$ cat config.mk
export PLATFORM = sky130hd
export DESIGN_NAME = decimal_text_to_int64_flat
export DESIGN_NICKNAME = d
export VERILOG_FILES = /design/src/rtl/dtoi_pkg.sv /design/src/rtl/dtoi_req_if.sv /design/src/rtl/dtoi_rsp_if.sv /design/src/rtl/decimal_text_to_int64.sv /design/src/rtl/dtoi_in_stage.sv /design/src/rtl/dtoi_parser.sv /design/src/rtl/dtoi_out_stage.sv /design/src/flat_wrapper.sv
export SDC_FILE = /design/constraint.sdc
export NUM_CORES = 1
export LEC_CHECK = 0
export ABC_AREA = 1
export BUFFER_PORTS_ARGS = -buffer_cell sky130_fd_sc_hd__clkbuf_2
export CAP_MARGIN = 25
export CELL_PAD_IN_SITES_DETAIL_PLACEMENT = 1
export CELL_PAD_IN_SITES_GLOBAL_PLACEMENT = 2
export CORE_MARGIN = 2
export CORE_UTILIZATION = 31
export DETAILED_ROUTE_END_ITERATION = 10
export PLACE_DENSITY = 0.76
export SYNTH_ARGS = -nofsm -noshare
export SYNTH_HDL_FRONTEND = slang
export SYNTH_HIERARCHICAL = 1
export SYNTH_SLANG_ARGS = --single-unit
$ cat constraint.sdc
create_clock -name clock -period 3.45 [get_ports clock]
set_input_delay 0.69 -clock clock [delete_from_list [all_inputs] [get_ports clock]]
set_output_delay 0.69 -clock clock [all_outputs]
set_load 0.1 [all_outputs]
$ cat src/rtl/dtoi_pkg.sv
// shared types, character codes and helpers for the decimal text parser
`default_nettype none

package dtoi_pkg;

   localparam int unsigned CHAR_W  = 8;
   localparam int unsigned MAG_W   = 63;
   localparam int unsigned VALUE_W = 64;
   localparam int unsigned DIGIT_W = 4;

   localparam logic [CHAR_W-1:0] CHAR_SPACE = 8'h20;
   localparam logic [CHAR_W-1:0] CHAR_TAB   = 8'h09;
   localparam logic [CHAR_W-1:0] CHAR_PLUS  = 8'h2b;
   localparam logic [CHAR_W-1:0] CHAR_MINUS = 8'h2d;
   localparam logic [CHAR_W-1:0] CHAR_ZERO  = 8'h30;
   localparam logic [CHAR_W-1:0] CHAR_NINE  = 8'h39;

   typedef enum logic [2:0] {
      PH_LEAD   = 3'd0,
      PH_SIGN   = 3'd1,
      PH_DIGITS = 3'd2,
      PH_TRAIL  = 3'd3,
      PH_FAIL   = 3'd4
   } phase_type;

   typedef struct packed {
      logic [CHAR_W-1:0] char_code;
      logic              has_char;
      logic              end_of_text;
   } item_type;

   typedef struct packed {
      logic                      parse_ok;
      logic signed [VALUE_W-1:0] parsed_value;
   } result_type;

   function automatic logic is_blank(input logic [CHAR_W-1:0] c);
      is_blank = c inside {CHAR_SPACE, CHAR_TAB};
   endfunction

   function automatic logic is_digit(input logic [CHAR_W-1:0] c);
      is_digit = c inside {[CHAR_ZERO:CHAR_NINE]};
   endfunction

endpackage

`default_nettype wire

$ cat src/rtl/dtoi_req_if.sv
// text character channel: valid, ready and one character word
`default_nettype none

interface dtoi_req_if;
   logic                           valid;
   logic                           ready;
   logic [dtoi_pkg::CHAR_W-1:0]    char_code;
   logic                           has_char;
   logic                           end_of_text;

   modport source (output valid, output char_code, output has_char, output end_of_text,
                   input ready);
   modport sink (input valid, input char_code, input has_char, input end_of_text,
                 output ready);
endinterface

`default_nettype wire

$ cat src/rtl/dtoi_rsp_if.sv
// parse result channel: valid, ready and one result word
`default_nettype none

interface dtoi_rsp_if;
   logic                                  valid;
   logic                                  ready;
   logic                                  parse_ok;
   logic signed [dtoi_pkg::VALUE_W-1:0]   parsed_value;

   modport source (output valid, output parse_ok, output parsed_value, input ready);
   modport sink (input valid, input parse_ok, input parsed_value, output ready);
endinterface

`default_nettype wire

$ cat src/rtl/decimal_text_to_int64.sv
// top level: signed decimal text to 64-bit integer parser
// a closing word's result passes through the input register, then is parsed into the
//   result register; other words give no result
// throughput: one character word per cycle with combinational shift-add digit update,
// but a closing word waits in the input register while an earlier result is not yet taken
// reset: synchronous, clears both valid flags and returns the parser to leading whitespace
`default_nettype none

module decimal_text_to_int64 (
   input wire logic    clock,
   input wire logic    reset,
   dtoi_req_if.sink    req_if,
   dtoi_rsp_if.source  rsp_if
);

   logic                 item_valid;
   dtoi_pkg::item_type   item;
   logic                 take;
   logic                 load;
   logic                 out_free;
   dtoi_pkg::result_type result;

   dtoi_in_stage u_in_stage (
      .clock      (clock),
      .reset      (reset),
      .req_if     (req_if),
      .take       (take),
      .item_valid (item_valid),
      .item       (item)
   );

   dtoi_parser u_parser (
      .clock      (clock),
      .reset      (reset),
      .item_valid (item_valid),
      .item       (item),
      .out_free   (out_free),
      .take       (take),
      .load       (load),
      .result     (result)
   );

   dtoi_out_stage u_out_stage (
      .clock    (clock),
      .reset    (reset),
      .load     (load),
      .result   (result),
      .out_free (out_free),
      .rsp_if   (rsp_if)
   );

endmodule

`default_nettype wire

$ cat src/rtl/dtoi_in_stage.sv
// input register holding one character word ahead of the parser
`default_nettype none

module dtoi_in_stage (
   input  wire logic              clock,
   input  wire logic              reset,
   dtoi_req_if.sink               req_if,
   input  wire logic              take,
   output      logic              item_valid,
   output      dtoi_pkg::item_type item
);

   logic               valid_ff;
   logic               valid_in;
   dtoi_pkg::item_type item_ff;
   dtoi_pkg::item_type item_in;
   logic               accept;

   assign req_if.ready = !valid_ff || take;
   assign accept       = req_if.valid && req_if.ready;

   always_comb begin
      item_in  = item_ff;
      valid_in = valid_ff && !take;
      if (accept) begin
         item_in.char_code   = req_if.char_code;
         item_in.has_char    = req_if.has_char;
         item_in.end_of_text = req_if.end_of_text;
         valid_in            = 1'b1;
      end
   end

   always_ff @(posedge clock) begin
      if (reset) begin
         valid_ff <= 1'b0;
      end else begin
         valid_ff <= valid_in;
      end
      item_ff <= item_in;
   end

   assign item_valid = valid_ff;
   assign item       = item_ff;

endmodule

`default_nettype wire

$ cat src/rtl/dtoi_parser.sv
// parse state machine, digit accumulators and result forming
`default_nettype none

module dtoi_parser (
   input  wire logic                clock,
   input  wire logic                reset,
   input  wire logic                item_valid,
   input  wire dtoi_pkg::item_type  item,
   input  wire logic                out_free,
   output      logic                take,
   output      logic                load,
   output      dtoi_pkg::result_type result
);

   dtoi_pkg::phase_type               phase_ff;
   dtoi_pkg::phase_type               phase_in;
   dtoi_pkg::phase_type               phase_step;
   logic                              minus_ff;
   logic                              minus_in;
   logic                              minus_step;
   logic [dtoi_pkg::MAG_W-1:0]        acc_ff;
   logic [dtoi_pkg::MAG_W-1:0]        acc_in;
   logic [dtoi_pkg::MAG_W-1:0]        acc_step;
   // two's complement mirror of the magnitude, kept so no negate follows the add
   logic [dtoi_pkg::VALUE_W-1:0]      neg_ff;
   logic [dtoi_pkg::VALUE_W-1:0]      neg_in;
   logic [dtoi_pkg::VALUE_W-1:0]      neg_step;

   logic [dtoi_pkg::CHAR_W-1:0]       c;
   logic [dtoi_pkg::CHAR_W-1:0]       diff;
   logic [dtoi_pkg::DIGIT_W-1:0]      digit;
   logic [dtoi_pkg::MAG_W+3:0]        acc_x10;
   logic [dtoi_pkg::VALUE_W-1:0]      neg_x10;
   logic                              overflow;
   logic                              consume;
   logic                              do_digit;

   assign take    = item_valid && (!item.end_of_text || out_free);
   assign load    = take && item.end_of_text;
   assign consume = take && item.has_char;
   assign c       = item.char_code;
   assign diff    = c - dtoi_pkg::CHAR_ZERO;
   assign digit   = diff[dtoi_pkg::DIGIT_W-1:0];

   assign acc_x10 = {1'b0, acc_ff, 3'b000} + {3'b000, acc_ff, 1'b0}
                  + {{dtoi_pkg::MAG_W{1'b0}}, digit};
   assign neg_x10 = {neg_ff[dtoi_pkg::VALUE_W-4:0], 3'b000}
                  + {neg_ff[dtoi_pkg::VALUE_W-2:0], 1'b0}
                  - {{(dtoi_pkg::VALUE_W-dtoi_pkg::DIGIT_W){1'b0}}, digit};
   // magnitude beyond 2^63-1 shows in the carry bits
   assign overflow = |acc_x10[dtoi_pkg::MAG_W+3:dtoi_pkg::MAG_W];

   // next phase
   always_comb begin
      phase_step = phase_ff;
      do_digit   = 1'b0;
      if (consume) begin
         case (phase_ff)
            dtoi_pkg::PH_LEAD: begin
               if (dtoi_pkg::is_blank(c)) begin
                  phase_step = dtoi_pkg::PH_LEAD;
               end else if (c inside {dtoi_pkg::CHAR_PLUS, dtoi_pkg::CHAR_MINUS}) begin
                  phase_step = dtoi_pkg::PH_SIGN;
               end else if (dtoi_pkg::is_digit(c)) begin
                  do_digit = 1'b1;
               end else begin
                  phase_step = dtoi_pkg::PH_FAIL;
               end
            end
            dtoi_pkg::PH_SIGN: begin
               if (dtoi_pkg::is_digit(c)) begin
                  do_digit = 1'b1;
               end else begin
                  phase_step = dtoi_pkg::PH_FAIL;
               end
            end
            dtoi_pkg::PH_DIGITS: begin
               if (dtoi_pkg::is_digit(c)) begin
                  do_digit = 1'b1;
               end else if (dtoi_pkg::is_blank(c)) begin
                  phase_step = dtoi_pkg::PH_TRAIL;
               end else begin
                  phase_step = dtoi_pkg::PH_FAIL;
               end
            end
            dtoi_pkg::PH_TRAIL: begin
               if (!dtoi_pkg::is_blank(c)) begin
                  phase_step = dtoi_pkg::PH_FAIL;
               end
            end
            default: begin
               phase_step = dtoi_pkg::PH_FAIL;
            end
         endcase
         if (do_digit) begin
            phase_step = overflow ? dtoi_pkg::PH_FAIL : dtoi_pkg::PH_DIGITS;
         end
      end
      phase_in = (load) ? dtoi_pkg::PH_LEAD : phase_step;
   end

   // accumulators, sign and result
   always_comb begin
      acc_step   = acc_ff;
      neg_step   = neg_ff;
      minus_step = minus_ff;
      if (consume && phase_ff == dtoi_pkg::PH_LEAD
          && (c inside {dtoi_pkg::CHAR_PLUS, dtoi_pkg::CHAR_MINUS})) begin
         minus_step = (c == dtoi_pkg::CHAR_MINUS);
      end
      if (do_digit && !overflow) begin
         acc_step = acc_x10[dtoi_pkg::MAG_W-1:0];
         neg_step = neg_x10;
      end
      result.parse_ok     = (phase_step == dtoi_pkg::PH_DIGITS)
                         || (phase_step == dtoi_pkg::PH_TRAIL);
      result.parsed_value = '0;
      if (result.parse_ok) begin
         result.parsed_value = minus_step ? neg_step : {1'b0, acc_step};
      end
      if (load) begin
         acc_in   = '0;
         neg_in   = '0;
         minus_in = 1'b0;
      end else begin
         acc_in   = acc_step;
         neg_in   = neg_step;
         minus_in = minus_step;
      end
   end

   always_ff @(posedge clock) begin
      if (reset) begin
         phase_ff <= dtoi_pkg::PH_LEAD;
         minus_ff <= 1'b0;
         acc_ff   <= '0;
         neg_ff   <= '0;
      end else begin
         phase_ff <= phase_in;
         minus_ff <= minus_in;
         acc_ff   <= acc_in;
         neg_ff   <= neg_in;
      end
   end

endmodule

`default_nettype wire

$ cat src/rtl/dtoi_out_stage.sv
// result register that holds a finished word until the sink takes it
`default_nettype none

module dtoi_out_stage (
   input  wire logic                 clock,
   input  wire logic                 reset,
   input  wire logic                 load,
   input  wire dtoi_pkg::result_type result,
   output      logic                 out_free,
   dtoi_rsp_if.source                rsp_if
);

   logic                 valid_ff;
   logic                 valid_in;
   dtoi_pkg::result_type result_ff;
   dtoi_pkg::result_type result_in;

   assign out_free = !valid_ff || rsp_if.ready;

   always_comb begin
      result_in = load ? result : result_ff;
      valid_in  = load || (valid_ff && !rsp_if.ready);
   end

   always_ff @(posedge clock) begin
      if (reset) begin
         valid_ff <= 1'b0;
      end else begin
         valid_ff <= valid_in;
      end
      result_ff <= result_in;
   end

   assign rsp_if.valid        = valid_ff;
   assign rsp_if.parse_ok     = result_ff.parse_ok;
   assign rsp_if.parsed_value = result_ff.parsed_value;

endmodule

`default_nettype wire

$ cat src/flat_wrapper.sv
// flat-port wrapper written by rule: the top's interface ports become plain ports
module decimal_text_to_int64_flat 
  (clock, reset, req_if_valid, req_if_char_code, req_if_has_char, req_if_end_of_text, req_if_ready, rsp_if_valid, rsp_if_parse_ok, rsp_if_parsed_value, rsp_if_ready);
  dtoi_req_if req_if_i ();
  dtoi_rsp_if rsp_if_i ();
  input wire logic clock;
  input wire logic reset;
  input wire logic [$bits(req_if_i.valid)-1:0] req_if_valid;
  input wire logic [$bits(req_if_i.char_code)-1:0] req_if_char_code;
  input wire logic [$bits(req_if_i.has_char)-1:0] req_if_has_char;
  input wire logic [$bits(req_if_i.end_of_text)-1:0] req_if_end_of_text;
  output wire logic [$bits(req_if_i.ready)-1:0] req_if_ready;
  output wire logic [$bits(rsp_if_i.valid)-1:0] rsp_if_valid;
  output wire logic [$bits(rsp_if_i.parse_ok)-1:0] rsp_if_parse_ok;
  output wire logic [$bits(rsp_if_i.parsed_value)-1:0] rsp_if_parsed_value;
  input wire logic [$bits(rsp_if_i.ready)-1:0] rsp_if_ready;
  assign req_if_i.valid = req_if_valid;
  assign req_if_i.char_code = req_if_char_code;
  assign req_if_i.has_char = req_if_has_char;
  assign req_if_i.end_of_text = req_if_end_of_text;
  assign req_if_ready = req_if_i.ready;
  assign rsp_if_valid = rsp_if_i.valid;
  assign rsp_if_parse_ok = rsp_if_i.parse_ok;
  assign rsp_if_parsed_value = rsp_if_i.parsed_value;
  assign rsp_if_i.ready = rsp_if_ready;
  decimal_text_to_int64 u_core (.clock(clock), .reset(reset), .req_if(req_if_i), .rsp_if(rsp_if_i));
endmodule
==> flow_summary.ini <==
[run_status]
outcome = finished, violations left
violations = setup timing

[global_routing]
grt_max_degree = 81
grt_pass1_wl_mm = 134.7
grt_pass1_vias = 23710
grt_util_all_layers = 0.2427
overflow = 0
antenna_found_initial = 1

[pwr]
p_switching_mw = 2.462
p_int_mw = 4.561
power_frac_comb = 0.267
pwr-share-seq = 0.373
clkPwrFrac = 0.360
sw_frac_of_total = 0.3506
power_density_nw_per_um2 = 251.3
leakagePower_nw = 15.81
peakVddDrop_v = 0.0003017

[cts]
clk_pin_slew_worst_paths_ps = 70
postCtsHoldBufs = 0
root_buffer = clkbuf_16
cts_buffer_depth = 3
cts_inserted_buffers = 23
tritoncts = built
htree_levels = 1
clkSinkCount = 208
clock_latency_ps = 530

[synthesis]
synth_top_cell_by_area = nand2_1
synth_top_area_share = 0.1978
netlist_area_um2 = 21620
ys_ff_latch = 208
async_flop_share = 0
synth_common_cells = nand2_1, inv_1, nor2_1
synth-edff-count = 75
yosys_warnings = 6
avgSynthCellArea_um2 = 6.055
synth_cell_types = 45
ys.flop_type = dfxtp_1
yosysSeqAreaShare = 0.2274
synth_top_cells_by_area = nand2_1, ha_1, dfxtp_1
post-synth-top-count-cell = nand2_1
synth.net_count = 3836
synth_cells = 3570

[layout]
area_delta_synth_final_pct = 29.29
layout.nets = 4216
final_util = 0.4061
layout-drive-gt1-share = 0.1944
stdcell_count = 4899

[die]
initial_utilization = 0.3141
die-width_um = 268.1
die_y_um = 268.1
core_area_um2 = 68830
io_pins = 81
die_area_um2 = 71860
rows = 96

[place]
dp_slack_ps = -380.4
dpl.cell_count = 4812
place.gp.congestion = 0.9055
port_buffers = 80
place_hpwl_mm = 74.60

[route]
first_pass_iters = 5
routed_wl_mm = 92.08
avgRoutedWirePerCell_um = 18.79
drc = 0
postRouteAntennaNets = 0
first_iter_violations = 1135
vias_per_cell = 4.780
vias = 23420

[sta]
clock.fmax_ghz = 0.2791
fin_skew_ps = 19.61
whs_ps = 345.2
finalMaxSlewViolations = 0
fin_crit_sh = 1.039
slew_headroom = 0.3894
rsz0062_at_grt = yes
setup_viol = 58
finalHoldViolations = 0
finalCriticalPeriod_ps = 3584
setup_ws_ps = -133.6
worst_pin_slew_ps = 915.9

[critical_path]
worstPathArrival_ps = 3980
start_kind = register
crit_fanout = 6
crit_type = reg2reg
required_ps = 3840
crit_path_end_kind = register

[flow_run]
maxCapViolations = 0

[hold_path]
min_path_type = in2reg
-- layout make-up --
class	count	area [µm²]
multi-input combinational	2581	14680
clock buffer	28	604.3
timing repair buffer	429	3760
inverter	707	2658
fill	9016	40880
clock inverter	14	143.9
tap	931	1165
sequential	208	4936
antenna	1	2.502
-- final timing paths --
kind	from	to	slack, ps	depth (start not counted)
worst min-delay path	req_if_end_of_text	u_core/u_in_stage/item[0]	350	1
worst min register to register	u_core/u_out_stage/rsp_if.valid	u_core/u_out_stage/rsp_if.valid	480	2
worst max-delay path	u_core/u_in_stage/item[4]	u_core/u_out_stage/rsp_if.parsed_value[0]	-130	27
worst max register to register	u_core/u_in_stage/item[4]	u_core/u_out_stage/rsp_if.parsed_value[0]	-130	27
-- cell families (layout without fill, tap and decap cells) --
kind of cell / Yosys count / in the layout / synth area share
simple gates: 1896 / 1896 / 0.3618
buf+inv: 781 / 1178 / 0.1427
compound gates: 350 / 350 / 0.08729
fa+ha+maj: 252 / 252 / 0.1473
flops: 208 / 208 / 0.2274
xor+xnor: 83 / 83 / 0.03363
other cells: 0 / 1 / 0
-- sequential cells by signal, summed over array words and instances, names as in the netlist --
name                                    count
u_core/u_out_stage/rsp_if.parse_ok          1
u_core/u_parser/phase_ff                    3
u_core/u_parser/neg_ff                     64
u_core/u_parser/acc_ff                     63
u_core/u_out_stage/rsp_if.valid             1
u_core/u_parser/minus_ff                    1
u_core/u_in_stage/item_valid                1
u_core/u_out_stage/rsp_if.parsed_value     64
u_core/u_in_stage/item                     10
-- per-stage QoR --
step / total power [mW] / TNS [ps] / area (µm²)
after floorplan: 3.717 / 0 / 21620
after global placement: 4.381 / -13670 / 25310
after detailed placement: 4.389 / -19430 / 25310
after CTS: 6.954 / -3797 / 26430
after global routing: 7.320 / -14240 / 27940
final: 7.022 / -2778 / 27950
-- layout by cell type (no fill, tap or decap), types with 13 or more instances in the layout --
cell type	count
xor2_1	36
ha_1	237
nor2_1	328
nand2_2	96
o21ai_0	71
nand3b_1	17
dfxtp_2	17
nand3_1	227
buf_4	289
a21oi_1	196
xnor2_1	45
clkbuf_16	36
o21bai_1	23
inv_1	675
clkbuf_2	80
buf_12	24
edfxtp_1	75
a21oi_2	25
nand3_2	51
dfxtp_1	116
nand3_4	16
buf_6	13
nand4_1	20
nand2_1	1053
nor2_2	17
inv_2	31
nor3_1	31
-- critical path: stages (launching register included) --
cell and delay, ps:
edfxtp_1 430, ha_1 350, ha_4 150, inv_2 40, fa_2 410, inv_2 70
nand4_1 90, nand2_1 110, nand2_1 70, nand2_2 100, nand2_2 70, nand2_4 80
nand2_4 60, nand2_2 70, nand2_1 50, nand2_1 70, nand2_2 70, nor2_4 140
buf_12 170, buf_12 150, buf_12 140, buf_6 100, nand3_4 80, nand2_1 90
nand2_1 70, nand2_2 100, nand2_1 60, inv_1 60
-- power by group through the flow --
stage,Clock [mW],Sequential [mW],Combinational (mW)
final,2.53,2.62,1.87
after global routing,2.67,2.62,2.03
after CTS,2.58,2.62,1.76
after detailed placement,0,2.67,1.72
after global placement,0,2.67,1.71
after floorplan,0,2.84,0.877
-- metal layers --
metal,GRT usage,share of wire,up-vias
met2,0.4123,0.47,249
met5,0,0,-
met3,0.008155,0.020,100
li1,-,-,11900
met4,0.04726,0.022,0
met1,0.3434,0.49,11170
-- repair_timing --
action                     4_1_cts  5_1_grt
pin swaps                       22       73
setup endpoints to repair      117      141
resized for setup               55      240
buffers inserted                 9       15
cloned                           3       19
Note: power is estimated with default switching activity, not from simulation.
